`src/hdl/lkc_pkg.sv`:
```
// shared constants, codes and types of the lru key cache
`default_nettype none
package lkc_pkg;

	localparam int ENTRIES   = 16;
	localparam int KEY_BITS  = 32;
	localparam int SLOT_W    = $clog2(ENTRIES);
	localparam int RANK_W    = SLOT_W;
	localparam int OCC_W     = $clog2(ENTRIES + 1);
	localparam int CFG_W     = 5;
	localparam int CFG_IDX_W = 1;
	localparam int CW        = (OCC_W > CFG_W) ? OCC_W : CFG_W;
	localparam int MODE_W    = 2;
	localparam int KIND_W    = 3;
	localparam int OP_W      = 3;

	localparam logic [MODE_W-1:0] MODE_LOOKUP = 2'd0;
	localparam logic [MODE_W-1:0] MODE_BYPASS = 2'd1;
	localparam logic [MODE_W-1:0] MODE_CLEAR  = 2'd2;
	localparam logic [MODE_W-1:0] MODE_NONE   = 2'd3;

	localparam logic [KIND_W-1:0] KIND_EVICT  = 3'd0;
	localparam logic [KIND_W-1:0] KIND_HIT    = 3'd1;
	localparam logic [KIND_W-1:0] KIND_MISS   = 3'd2;
	localparam logic [KIND_W-1:0] KIND_BYPASS = 3'd3;
	localparam logic [KIND_W-1:0] KIND_CLEAR  = 3'd4;

	localparam logic [CFG_IDX_W-1:0] REG_CAPACITY = 1'd0;
	localparam logic [CFG_IDX_W-1:0] REG_REMOVE   = 1'd1;

	localparam logic [CFG_W-1:0] CAP_RESET    = 5'd16;
	localparam logic [CFG_W-1:0] REMOVE_RESET = 5'd1;

	localparam logic [OP_W-1:0] OP_NONE   = 3'd0;
	localparam logic [OP_W-1:0] OP_CLEAR  = 3'd1;
	localparam logic [OP_W-1:0] OP_TOUCH  = 3'd2;
	localparam logic [OP_W-1:0] OP_EVICT  = 3'd3;
	localparam logic [OP_W-1:0] OP_INSERT = 3'd4;

	typedef struct packed {
		logic [OP_W-1:0]   op;
		logic [SLOT_W-1:0] slot;
	} rank_cmd_t;

	typedef struct packed {
		logic [ENTRIES-1:0] valid;
		logic [OCC_W-1:0]   occ;
		logic [SLOT_W-1:0]  victim;
		logic [SLOT_W-1:0]  free_slot;
	} rank_stat_t;

endpackage
`default_nettype wire

```
`src/hdl/lkc_if.sv`:
```
// request and response channel interfaces of the lru key cache
`default_nettype none
interface lkc_req_if;
	import lkc_pkg::*;
	logic                valid;
	logic                ready;
	logic [MODE_W-1:0]   mode;
	logic [KEY_BITS-1:0] key;
	modport source (output valid, output mode, output key, input ready);
	modport sink (input valid, input mode, input key, output ready);
endinterface

interface lkc_rsp_if;
	import lkc_pkg::*;
	logic                valid;
	logic                ready;
	logic [KIND_W-1:0]   kind;
	logic [KEY_BITS-1:0] result_key;
	logic [SLOT_W-1:0]   slot;
	logic                last;
	modport source (output valid, output kind, output result_key, output slot, output last,
		input ready);
	modport sink (input valid, input kind, input result_key, input slot, input last,
		output ready);
endinterface
`default_nettype wire

```
`src/hdl/lru_key_cache_batch_evict_core.sv`:
```
// Fully associative key cache with least-recently-used replacement and batch
// eviction. One request transaction is taken at a time; req.ready is high only
// while the sequencer is idle. A lookup walks the key ram one slot per cycle
// through a single shared comparator (registered ram read, one compare stage).
// A hit answers as soon as the compare of its slot matches. A miss scans every
// slot; when occupancy has reached capacity, evicted keys come out oldest
// first, then the insert. Bypass and clear go straight to the emit state, and
// mode 3 is absorbed with no response. The sequencer is idle again at the edge
// that loads the final response. The response sits in an output register, so
// a new request is taken while the last response still waits; a stalled
// response stalls the sequencer. The user must write capacity and remove count
// only while idle; the block itself does not enforce it.
`default_nettype none
module lru_key_cache_batch_evict_core (
	input  wire logic                              clk,
	input  wire logic                              arst_n,
	lkc_req_if.sink                                req,
	lkc_rsp_if.source                              rsp,
	input  wire logic                              cfg_we,
	input  wire logic [lkc_pkg::CFG_IDX_W-1:0]     cfg_index,
	input  wire logic [lkc_pkg::CFG_W-1:0]         cfg_data
);
	import lkc_pkg::*;

	localparam int ST_W = 3;
	localparam logic [ST_W-1:0] ST_IDLE   = 3'd0;
	localparam logic [ST_W-1:0] ST_SCAN   = 3'd1;
	localparam logic [ST_W-1:0] ST_EVSEL  = 3'd2;
	localparam logic [ST_W-1:0] ST_EVRD   = 3'd3;
	localparam logic [ST_W-1:0] ST_INSERT = 3'd4;
	localparam logic [ST_W-1:0] ST_EMIT   = 3'd5;

	logic [ST_W-1:0]     state_q;
	logic [CFG_W-1:0]    capacity_q;
	logic [CFG_W-1:0]    remove_q;
	logic [KEY_BITS-1:0] key_q;
	logic [OCC_W-1:0]    scan_q;
	logic                look_s1;
	logic [SLOT_W-1:0]   look_slot_s1;
	logic [OCC_W-1:0]    evict_cnt_q;
	logic [SLOT_W-1:0]   victim_q;
	logic [KIND_W-1:0]   pend_kind_q;
	logic [SLOT_W-1:0]   pend_slot_q;

	logic                rsp_valid_q;
	logic [KIND_W-1:0]   rsp_kind_q;
	logic [KEY_BITS-1:0] rsp_key_q;
	logic [SLOT_W-1:0]   rsp_slot_q;
	logic                rsp_last_q;

	rank_cmd_t           rcmd;
	rank_stat_t          rstat;
	logic [SLOT_W-1:0]   ram_raddr;
	logic [KEY_BITS-1:0] ram_rdata;
	logic                ram_we;

	logic                req_take;
	logic                out_free;
	logic                rsp_load;
	logic                hit_now;
	logic                scan_end;
	logic                full;
	logic [CW-1:0]       occ_ext;
	logic [CW-1:0]       cap_eff;
	logic [CW-1:0]       cnt_eff;

	lkc_rank u_rank (
		.clk    (clk),
		.arst_n (arst_n),
		.cmd    (rcmd),
		.stat   (rstat)
	);

	lkc_ram #(
		.WIDTH (KEY_BITS),
		.DEPTH (ENTRIES)
	) u_key_ram (
		.clk   (clk),
		.we    (ram_we),
		.waddr (rstat.free_slot),
		.wdata (key_q),
		.raddr (ram_raddr),
		.rdata (ram_rdata)
	);

	assign req.ready  = (state_q == ST_IDLE);
	assign req_take   = req.valid && (state_q == ST_IDLE);
	assign out_free   = !rsp_valid_q || rsp.ready;
	assign rsp_load   = ((state_q == ST_EVRD) || (state_q == ST_EMIT)) && out_free;
	assign hit_now    = look_s1 && rstat.valid[look_slot_s1] && (ram_rdata == key_q);
	assign scan_end   = look_s1 && (look_slot_s1 == SLOT_W'(ENTRIES - 1));
	assign ram_we     = (state_q == ST_INSERT);

	// capacity and remove count clamped, count also clamped to occupancy
	always_comb begin
		occ_ext = CW'(rstat.occ);
		cap_eff = CW'(capacity_q);
		if (cap_eff == '0) begin
			cap_eff = CW'(1);
		end else if (cap_eff > CW'(ENTRIES)) begin
			cap_eff = CW'(ENTRIES);
		end
		cnt_eff = CW'(remove_q);
		if (cnt_eff == '0) begin
			cnt_eff = CW'(1);
		end
		if (cnt_eff > occ_ext) begin
			cnt_eff = occ_ext;
		end
		full = (occ_ext >= cap_eff);
	end

	always_comb begin
		priority if (state_q == ST_EVSEL) begin
			ram_raddr = rstat.victim;
		end else if (state_q == ST_EVRD) begin
			ram_raddr = victim_q;
		end else begin
			ram_raddr = scan_q[SLOT_W-1:0];
		end
	end

	always_comb begin
		rcmd.op   = OP_NONE;
		rcmd.slot = look_slot_s1;
		if (req_take && (req.mode == MODE_CLEAR)) begin
			rcmd.op = OP_CLEAR;
		end else if ((state_q == ST_SCAN) && hit_now) begin
			rcmd.op = OP_TOUCH;
		end else if (state_q == ST_EVSEL) begin
			rcmd.op = OP_EVICT;
		end else if (state_q == ST_INSERT) begin
			rcmd.op = OP_INSERT;
		end
	end

	always_ff @(posedge clk or negedge arst_n) begin
		if (!arst_n) begin
			state_q     <= ST_IDLE;
			capacity_q  <= CAP_RESET;
			remove_q    <= REMOVE_RESET;
			scan_q      <= '0;
			look_s1     <= 1'b0;
			rsp_valid_q <= 1'b0;
		end else begin
			if (cfg_we) begin
				unique case (cfg_index)
					REG_CAPACITY: capacity_q <= cfg_data;
					REG_REMOVE:   remove_q   <= cfg_data;
					default: begin
					end
				endcase
			end
			rsp_valid_q <= rsp_load || (rsp_valid_q && !rsp.ready);
			unique case (state_q)
				ST_IDLE: begin
					scan_q  <= '0;
					look_s1 <= 1'b0;
					if (req_take) begin
						unique case (req.mode)
							MODE_LOOKUP: state_q <= ST_SCAN;
							MODE_BYPASS: state_q <= ST_EMIT;
							MODE_CLEAR:  state_q <= ST_EMIT;
							default:     state_q <= ST_IDLE;
						endcase
					end
				end
				ST_SCAN: begin
					look_s1 <= (scan_q < OCC_W'(ENTRIES));
					if (scan_q < OCC_W'(ENTRIES)) begin
						scan_q <= scan_q + OCC_W'(1);
					end
					if (hit_now) begin
						state_q <= ST_EMIT;
					end else if (scan_end) begin
						state_q <= full ? ST_EVSEL : ST_INSERT;
					end
				end
				ST_EVSEL: begin
					state_q <= ST_EVRD;
				end
				ST_EVRD: begin
					if (out_free) begin
						state_q <= (evict_cnt_q == OCC_W'(1)) ? ST_INSERT : ST_EVSEL;
					end
				end
				ST_INSERT: begin
					state_q <= ST_EMIT;
				end
				ST_EMIT: begin
					if (out_free) begin
						state_q <= ST_IDLE;
					end
				end
				default: begin
					state_q <= ST_IDLE;
				end
			endcase
		end
	end

	always_ff @(posedge clk) begin
		unique case (state_q)
			ST_IDLE: begin
				if (req_take) begin
					key_q       <= req.key;
					pend_kind_q <= (req.mode == MODE_CLEAR) ? KIND_CLEAR : KIND_BYPASS;
					pend_slot_q <= '0;
				end
			end
			ST_SCAN: begin
				look_slot_s1 <= scan_q[SLOT_W-1:0];
				if (hit_now) begin
					pend_kind_q <= KIND_HIT;
					pend_slot_q <= look_slot_s1;
				end else if (scan_end) begin
					evict_cnt_q <= OCC_W'(cnt_eff);
				end
			end
			ST_EVSEL: begin
				victim_q <= rstat.victim;
			end
			ST_EVRD: begin
				if (out_free) begin
					rsp_kind_q  <= KIND_EVICT;
					rsp_key_q   <= ram_rdata;
					rsp_slot_q  <= victim_q;
					rsp_last_q  <= 1'b0;
					evict_cnt_q <= evict_cnt_q - OCC_W'(1);
				end
			end
			ST_INSERT: begin
				pend_kind_q <= KIND_MISS;
				pend_slot_q <= rstat.free_slot;
			end
			ST_EMIT: begin
				if (out_free) begin
					rsp_kind_q <= pend_kind_q;
					rsp_key_q  <= key_q;
					rsp_slot_q <= pend_slot_q;
					rsp_last_q <= 1'b1;
				end
			end
			default: begin
			end
		endcase
	end

	assign rsp.valid      = rsp_valid_q;
	assign rsp.kind       = rsp_kind_q;
	assign rsp.result_key = rsp_key_q;
	assign rsp.slot       = rsp_slot_q;
	assign rsp.last       = rsp_last_q;
endmodule
`default_nettype wire

```
`src/hdl/lkc_ram.sv`:
```
// generic single write port ram with registered read
`default_nettype none
module lkc_ram #(
	parameter int WIDTH = 8,
	parameter int DEPTH = 16
) (
	input  wire logic                     clk,
	input  wire logic                     we,
	input  wire logic [$clog2(DEPTH)-1:0] waddr,
	input  wire logic [WIDTH-1:0]         wdata,
	input  wire logic [$clog2(DEPTH)-1:0] raddr,
	output logic      [WIDTH-1:0]         rdata
);
	logic [WIDTH-1:0] mem_q [DEPTH];

	always_ff @(posedge clk) begin
		if (we) begin
			mem_q[waddr] <= wdata;
		end
		rdata <= mem_q[raddr];
	end
endmodule
`default_nettype wire

```
`src/hdl/lkc_rank.sv`:
```
// valid bits, exact recency ranks and occupancy of the cache entries
`default_nettype none
module lkc_rank (
	input  wire logic               clk,
	input  wire logic               arst_n,
	input  wire lkc_pkg::rank_cmd_t cmd,
	output lkc_pkg::rank_stat_t     stat
);
	import lkc_pkg::*;

	logic [ENTRIES-1:0] valid_q;
	logic [RANK_W-1:0]  rank_q [ENTRIES];
	logic [OCC_W-1:0]   occ_q;
	logic [RANK_W-1:0]  oldest;
	logic [RANK_W-1:0]  touch_rank;
	logic [SLOT_W-1:0]  victim;
	logic [SLOT_W-1:0]  free_slot;

	// lowest index wins for both searches
	always_comb begin
		oldest     = RANK_W'(occ_q - OCC_W'(1));
		touch_rank = rank_q[cmd.slot];
		victim     = '0;
		free_slot  = '0;
		for (int i = ENTRIES - 1; i >= 0; i--) begin
			if (valid_q[i] && (rank_q[i] == oldest)) begin
				victim = SLOT_W'(i);
			end
			if (!valid_q[i]) begin
				free_slot = SLOT_W'(i);
			end
		end
	end

	always_ff @(posedge clk or negedge arst_n) begin
		if (!arst_n) begin
			valid_q <= '0;
			occ_q   <= '0;
			for (int i = 0; i < ENTRIES; i++) begin
				rank_q[i] <= '0;
			end
		end else begin
			unique case (cmd.op)
				OP_CLEAR: begin
					valid_q <= '0;
					occ_q   <= '0;
					for (int i = 0; i < ENTRIES; i++) begin
						rank_q[i] <= '0;
					end
				end
				OP_TOUCH: begin
					for (int i = 0; i < ENTRIES; i++) begin
						if (valid_q[i] && (rank_q[i] < touch_rank)) begin
							rank_q[i] <= rank_q[i] + RANK_W'(1);
						end
					end
					rank_q[cmd.slot] <= '0;
				end
				OP_EVICT: begin
					valid_q[victim] <= 1'b0;
					rank_q[victim]  <= '0;
					occ_q           <= occ_q - OCC_W'(1);
				end
				OP_INSERT: begin
					for (int i = 0; i < ENTRIES; i++) begin
						if (valid_q[i]) begin
							rank_q[i] <= rank_q[i] + RANK_W'(1);
						end
					end
					rank_q[free_slot]  <= '0;
					valid_q[free_slot] <= 1'b1;
					occ_q              <= occ_q + OCC_W'(1);
				end
				default: begin
				end
			endcase
		end
	end

	assign stat.valid     = valid_q;
	assign stat.occ       = occ_q;
	assign stat.victim    = victim;
	assign stat.free_slot = free_slot;
endmodule
`default_nettype wire

```
`src/flat_wrapper.sv`:
```
// flat-port wrapper written by rule: the top's interface ports become plain ports
module lru_key_cache_batch_evict_core_flat import lkc_pkg::*;
  (clk, arst_n, cfg_we, cfg_index, cfg_data, req_valid, req_mode, req_key, req_ready, rsp_valid, rsp_kind, rsp_result_key, rsp_slot, rsp_last, rsp_ready);
  lkc_req_if req_i ();
  lkc_rsp_if rsp_i ();
  input  wire logic clk;
  input  wire logic arst_n;
  input  wire logic cfg_we;
  input  wire logic [lkc_pkg::CFG_IDX_W-1:0] cfg_index;
  input  wire logic [lkc_pkg::CFG_W-1:0] cfg_data;
  input wire logic [$bits(req_i.valid)-1:0] req_valid;
  input wire logic [$bits(req_i.mode)-1:0] req_mode;
  input wire logic [$bits(req_i.key)-1:0] req_key;
  output wire logic [$bits(req_i.ready)-1:0] req_ready;
  output wire logic [$bits(rsp_i.valid)-1:0] rsp_valid;
  output wire logic [$bits(rsp_i.kind)-1:0] rsp_kind;
  output wire logic [$bits(rsp_i.result_key)-1:0] rsp_result_key;
  output wire logic [$bits(rsp_i.slot)-1:0] rsp_slot;
  output wire logic [$bits(rsp_i.last)-1:0] rsp_last;
  input wire logic [$bits(rsp_i.ready)-1:0] rsp_ready;
  assign req_i.valid = req_valid;
  assign req_i.mode = req_mode;
  assign req_i.key = req_key;
  assign req_ready = req_i.ready;
  assign rsp_valid = rsp_i.valid;
  assign rsp_kind = rsp_i.kind;
  assign rsp_result_key = rsp_i.result_key;
  assign rsp_slot = rsp_i.slot;
  assign rsp_last = rsp_i.last;
  assign rsp_i.ready = rsp_ready;
  lru_key_cache_batch_evict_core u_core (.clk(clk), .arst_n(arst_n), .req(req_i), .rsp(rsp_i), .cfg_we(cfg_we), .cfg_index(cfg_index), .cfg_data(cfg_data));
endmodule
```
`config.mk`:
```
export PLATFORM = sky130hd
export DESIGN_NAME = lru_key_cache_batch_evict_core_flat
export DESIGN_NICKNAME = d
export VERILOG_FILES = /design/src/hdl/lkc_pkg.sv /design/src/hdl/lkc_if.sv /design/src/hdl/lru_key_cache_batch_evict_core.sv /design/src/hdl/lkc_ram.sv /design/src/hdl/lkc_rank.sv /design/src/flat_wrapper.sv
export SDC_FILE = /design/constraint.sdc
export NUM_CORES = 1
export LEC_CHECK = 0
export ABC_AREA = 1
export BUFFER_PORTS_ARGS = -buffer_cell sky130_fd_sc_hd__buf_4
export CAP_MARGIN = 5
export CELL_PAD_IN_SITES_DETAIL_PLACEMENT = 1
export CELL_PAD_IN_SITES_GLOBAL_PLACEMENT = 2
export CORE_ASPECT_RATIO = 0.6
export CORE_MARGIN = 3
export CORE_UTILIZATION = 40
export CTS_CLUSTER_SIZE = 28
export DETAILED_ROUTE_END_ITERATION = 16
export PLACE_DENSITY = 0.89
export SYNTH_ARGS = -nofsm -noshare
export SYNTH_HDL_FRONTEND = slang
export SYNTH_HIERARCHICAL = 1
export SYNTH_SLANG_ARGS = --single-unit
```
`constraint.sdc`:
```
create_clock -name clk -period 5.95 [get_ports clk]
set_clock_uncertainty 0.15 [all_clocks]
set_input_delay 0.2975 -clock clk [delete_from_list [all_inputs] [get_ports clk]]
set_output_delay 0.2975 -clock clk [all_outputs]
set_load 0.02 [all_outputs]
```
## Yosys cells after proc, flatten, opt, wreduce, memory -nomap -nowiden

Memories as Yosys holds them, arrays and structs flattened. A register that Yosys moved wholly into a read port is not among the register bits.
Cells that the tools add are included.

| word-level totals | value |
|---|---|
| register bits after elaboration | 197 |
| bits in writable memories | 512 |
| bits of input ports | 45 |
| output and inout port bits | 42 |
| word-level logic and storage cells | 366 |
| memories kept | 1 |

Memory list:

| memory | depth | bits a word | read ports | clocked after Yosys merged registers in | wr ports | RTL line | source |
|---|---|---|---|---|---|---|---|
| u_core.u_key_ram.mem_q | 16 | 32 | 1 | 1 | 1 | lkc_ram.sv:14 | `logic [WIDTH-1:0] mem_q [DEPTH];` |

| operators by class | value |
|---|---|
| $add $sub $neg | 20 |
| magnitude comparators | 31 |
| eq/ne operators | 38 |
| multiplexer cells | 160 |
| bitwise gates (word level) | 13 |
| reduce and logical (&&, ||, !) cells | 69 |

Operators by type and width:

| kind | count |
|---|---|
| two-way mux 4 bit | 107 |
| case mux 64 bit (4 select lines) | 1 |
| AND 64 bit | 3 |
| NOT 64 bit | 3 |
| adder 4 x 1 -> 4 bit (second input constant) | 16 |
| == test 4 bit | 16 |
| < comparator 4 bit | 16 |
| two-way mux 32 bit | 2 |
| case mux 32 bit (2 select lines) | 1 |
| demux 4 bit (select 4 bit) | 3 |
| case mux 16 bit (3 select lines) | 1 |
| logical AND 1 bit | 45 |
| two-way mux 3 bit | 15 |
| two-way mux 5 bit | 8 |
| == test 32 bit | 1 |
| case mux 5 bit (2 select lines) | 2 |
| case mux 3 bit (6 select lines) | 1 |
| AND 16 bit | 1 |
| binary-select mux 4 bit (select 4 bit) | 1 |
| NOT 16 bit | 1 |
| bitwise OR 16 bit | 1 |
| greater-or-equal comparator 5 bit (second input constant) | 3 |
| < comparator 4 x 5 -> 1 bit (second input constant) | 3 |
| < comparator 5 x 1 -> 1 bit (second input constant) | 3 |
| 40 further kinds | 77 |

## Longest topological paths before layout

| logic depth | value |
|---|---|
| depth in word-level cells | 27 |
| mapped depth | 38 |
| mapped depth without buffers | 34 |

## Hierarchy

The synthesis kept the hierarchy.

Modules (own cells, without submodules):

| module | times used | cells each | area each (µm²) |
|---|---|---|---|
| lkc_ram | 1 | 2120 | 22730.6 |
| lkc_rank | 1 | 1505 | 9875.7 |
| lru_key_cache_batch_evict_core | 1 | 702 | 5903.2 |

## Worst setup path before layout

Ideal clock, no wire load.

| path | value |
|---|---|
| path type | register to register |
| start point | register u_core.look_slot_s1[1] |
| end point | register u_core/u_rank/rank_q[57] (netlist name) |
| arrival time | 3878 ps |
| slack | 1793 ps |
| stages on the path, launching flop included | 15 |
| cells stage by stage | edfxtp_1 -> buf_4 -> nand2_1 -> clkbuf_1 -> o22ai_1 -> o21ai_0 -> nand2_1 -> a221oi_1 -> ha_1 -> o21a_1 -> o211ai_1 -> nand3_1 -> or2_0 -> a22oi_1 -> nand3_1 |

| on the way | value |
|---|---|
| longest elaborated chain between the ends | 10 |

Ends and longest elaborated chain:

| element | RTL line | source |
|---|---|---|
| from (decl) | lru_key_cache_batch_evict_core.sv:39 | `logic [SLOT_W-1:0] look_slot_s1;` |
| from (signal assigned) | lru_key_cache_batch_evict_core.sv:212 | `look_slot_s1 <= scan_q[SLOT_W-1:0];` |
| NOT 4 -> 5 bit (implied by the code) | lkc_rank.sv:22, lkc_rank.sv:57 |  |
| binary-select mux 4 bit (select 4 bit) | lkc_rank.sv:22 | `touch_rank = rank_q[cmd.slot];` |
| two-way mux 4 bit (implied by the code) (2 in a row) | lkc_rank.sv:22 |  |
| < comparator 4 bit | lkc_rank.sv:53 | `if (valid_q[i] && (rank_q[i] < touch_rank)) begin` |
| logical AND 1 bit | lkc_rank.sv:53 |  |
| two-way mux 4 bit | lkc_rank.sv:53 |  |
| two-way mux 4 bit | lkc_rank.sv:43 | `unique case (cmd.op)` |
| AND 64 bit (no line) | n/a |  |
| case mux 64 bit (4 select lines) | lkc_rank.sv:43 |  |
| to (signal, indexed assignment) | lkc_rank.sv:54 | `rank_q[i] <= rank_q[i] + RANK_W'(1);` |
| to (signal, indexed assignment) | lkc_rank.sv:67 | `rank_q[i] <= rank_q[i] + RANK_W'(1);` |
| to (decl) | lkc_rank.sv:12 | `logic [RANK_W-1:0] rank_q [ENTRIES];` |

Parallel ways exist; a longest one is shown, timed or not. The select of a mux whose other input is x is not followed.
A chain may end at the register's enable or synchronous reset.

==> flow_summary.toml <==
[timing]
finalCritPeriodShare_pct = 89.53
tightest_slew_ns = 1.259
period_needed_ns = 5.327
max_slew_margin_pct = 15.89
fin_tns_setup_ns = 0
setup_violations = 0
report.final.slew_viol_count = 0
rsz0062_at_grt = "false"
finalHoldViolCount = 0
clock.fmax_mhz = 187.7

[grt]
grt_pass1_wl_um = 198700
grtUsageTotal_pct = 26.48
antenna_found_initial = 0
overflow = 0
grt_max_degree = 129
grt_pass1_vias = 31202

[yosys]
netlist_top_cells_area = "edfxtp_1 (47%), nand2_1 (12%), nand3_1 (7.2%)"
yosysTopAreaCell = "edfxtp_1"
ys_seq_elements = 741
ys_seq_area_share_pct = 55.59
ys_async_sr_fraction_pct = 14.17
synth_area_um2 = 38510
syn_area_per_cell_um2 = 8.900
synth_top_family_by_area = "simple AND/OR/NAND/NOR gates"
synth_warnings = 6
synth_edf_count = 604
synth-main-ff-cell = "edfxtp_1"
synth-xor-area-share_pct = 1.842
synthesis.nets = 4453
synth_cells = 4327
synthMuxAreaShare_pct = 0
synth-simple-area-share_pct = 23.43
synth_cell_types = 57
synthAdderAreaFrac_pct = 2.632
yosysTopAreaCellShare_pct = 47.10
synth_compound_area_share_pct = 6.852

[clock_tree]
root_buffer = "clkbuf_16"
cts_setup_buffers = 0
cts_buffer_depth = 3
clk_pin_slew_ns = 0.06
cts_buffers = 75
insertion_delay_ns = 0.69
numClockSinks = 741
cts_tree = "done"
cts_max_level = 3

[worst_setup_path]
path_max_fanout = 70
worstSetupStartpointType = "register"
criticalPathCategory = "register to register"
rr_startpoint = "u_core/u_rank/occ_q[1]"
reg2reg_setup_slack_ns = 0.62
arrival_ns = 5.73
worst_ep_required_time_ns = 6.36
crit_path_end_kind = "register"
r2r_end = "u_core/u_key_ram/rdata[7]"
ff2ff_path_depth = 25

[finish]
multi_input_area_um2 = 13570
final_common_cell = "nand2_1"
final_cell_mix = "nand2_1 (1276), inv_1 (654), edfxtp_1 (604), nand3_1 (554), nor2_1 (166)"
nFillCells = 10978
synthToLayoutAreaGrowth_pct = 13.20
area.sequential_um2 = 21410
drive_gt1_share_pct = 8.504
fin_nets = 4543
fin_cells = 5727

[drt]
ant_nets = 0
first_iter_violations = 2883
wire_per_inst_um = 23.27
wl_um = 133300
drt_pass1_iterations = 7
drc = 0
via_per_inst = 5.502
vias = 31510

[die]
num_rows = 87
die_x_um = 406.6
die_h_um = 246.3
die_area_um2 = 100200
io-pin-count = 87
start_util_pct = 40.66
core_area_um2 = 94700

[placement]
gp_congestion = 0.9563
dp.cells = 5541
dpl.hpwl_um = 84600
portBuffers = 86

[pwr]
p_leak_nw = 18.74
ir_drop_mv = 0.2710
powerDensity_nw_per_um2 = 444.6

[run]
cap_violations = 0

[outcome]
outcome = "finished, final reports clean"

[hold_path]
whs_path_depth = 7
hold_path.class = "input pin to register"
min_from = "req_mode[1]"
min_to = "u_core/state_q[0]"
-- critical path, stage by stage (launching register included) --
cell and delay, ns:
dfrtp_1 0.49, inv_1 0.13, ha_2 0.70, buf_4 0.24
buf_4 0.16, o221ai_1 0.13, a21oi_1 0.16, nand4_1 0.21
nand2_1 0.13, nand2_1 0.05, nand2_1 0.06, nand2_1 0.06
nand2_1 0.06, nand2_1 0.08, nand2_2 0.23, nand2_4 0.18
inv_1 0.11, nand2_1 0.05, o211ai_1 0.30, buf_12 0.40
buf_4 0.46, nand2_1 0.14, nand3_1 0.12, nand3_1 0.10
nand3_1 0.15, nand2_1 0.08
-- synthesized netlist by cell type (all sizes together) (3+ instances only) --
library cell and count:
nand3 566, o21a 29, o22ai 29, nand3b 20, nand4 23, a31oi 11, clkinv 3, nand2 1284
ha 81, buf 118, a22oi 16, a21oi 111, xor2 61, o221ai 13, dfrtp 103, clkbuf 81
a211oi 13, a221oi 8, edfxtp 604, o2111ai 10, inv 683, nor3 8, nor4 6, xnor2 20
o211ai 63, nor2 198, o21ai 117, and2 6, dfxtp 32
-- power breakdown --
part           internal, W  switching (W)
Combinational      0.00210        0.00508
Sequential         0.00651       0.000758
Clock              0.00270        0.00223
Total               0.0113        0.00807
-- metal layers --
metal	up-vias	routed length (um)	global-route usage (%)
li1	14392	-	-
met4	0	3327	6.949
met5	-	0	0
met3	176	12350	7.595
met1	15826	63400	39.72
met2	1116	54210	37.06
-- registers in the layout, summed over array words and instances (netlist names), 5 cells and up --
register and flops:
u_core/u_key_ram/mem_q 512, u_core/u_rank/rank_q 64, u_core/key_q 32, u_core/rsp.result_key 32
u_core/u_key_ram/rdata 32, u_core/u_rank/valid_q 16, u_core/capacity_q 5, u_core/evict_cnt_q 5
u_core/remove_q 5, u_core/scan_q 5, u_core/u_rank/occ_q 5
-- final cells by class --
type,instances,share of cell area [%]
Tap cell,1246,3.576
Timing Repair Buffer,212,4.454
Inverter,686,5.955
Clock inverter,46,1.220
Multi-Input combinational cell,2701,31.12
Antenna cell,1,0.005740
Sequential cell,741,49.11
Clock buffer,94,4.561
-- how the worst max path moves through the flow --
stage                      startpoint                    endpoint  slack (ns)  depth (start not counted)
6_report       u_core/u_rank/occ_q[1]   u_core/u_key_ram/rdata[7]        0.62                         25
5_1_grt        u_core/u_rank/occ_q[1]   u_core/u_key_ram/rdata[7]        0.17                         32
4_1_cts        u_core/u_rank/occ_q[1]   u_core/u_key_ram/rdata[7]        0.43                         33
3_5_place_dp   u_core/u_rank/occ_q[1]   u_core/u_key_ram/rdata[7]        0.54                         33
3_3_place_gp   u_core/u_rank/occ_q[1]  u_core/u_key_ram/rdata[24]        0.65                         32
2_1_floorplan  u_core/look_slot_s1[1]    u_core/u_rank/rank_q[57]        1.79                         14
-- logic make-up after synthesis --
group / count (synthesis)
XOR/XNOR: 81
buffers and inverters: 885
flip-flops: 741
AND/OR/NAND/NOR: 2114
adder cells (fa/ha/maj): 81
AO/OA/AOI/OAI: 425
-- metrics by stage --
step / cell area [um2] / setup slack [ns] / power (W) / hold slack [ns] / util (%)
after floorplan: 38510 / 1.793 / 0.01175 / -0.1481 / -
after global placement: 40620 / 0.6513 / 0.01410 / 0.3190 / 42.89
after detailed placement: 40620 / 0.5379 / 0.01434 / 0.3171 / 42.89
after CTS: 43590 / 0.4280 / 0.01935 / 0.02394 / 46.03
after global routing: 43590 / 0.1687 / 0.02047 / 0.08325 / 46.03
final: 43590 / 0.6231 / 0.01938 / 0.06266 / 46.03
-- what timing repair did --
action	in CTS	in global routing
hold buffers	45	0
resized for setup	0	1
endpoints found under the setup margin	0	8
endpoints found under the hold margin	106	0
No activity file was read; power rests on OpenSTA's default activity.
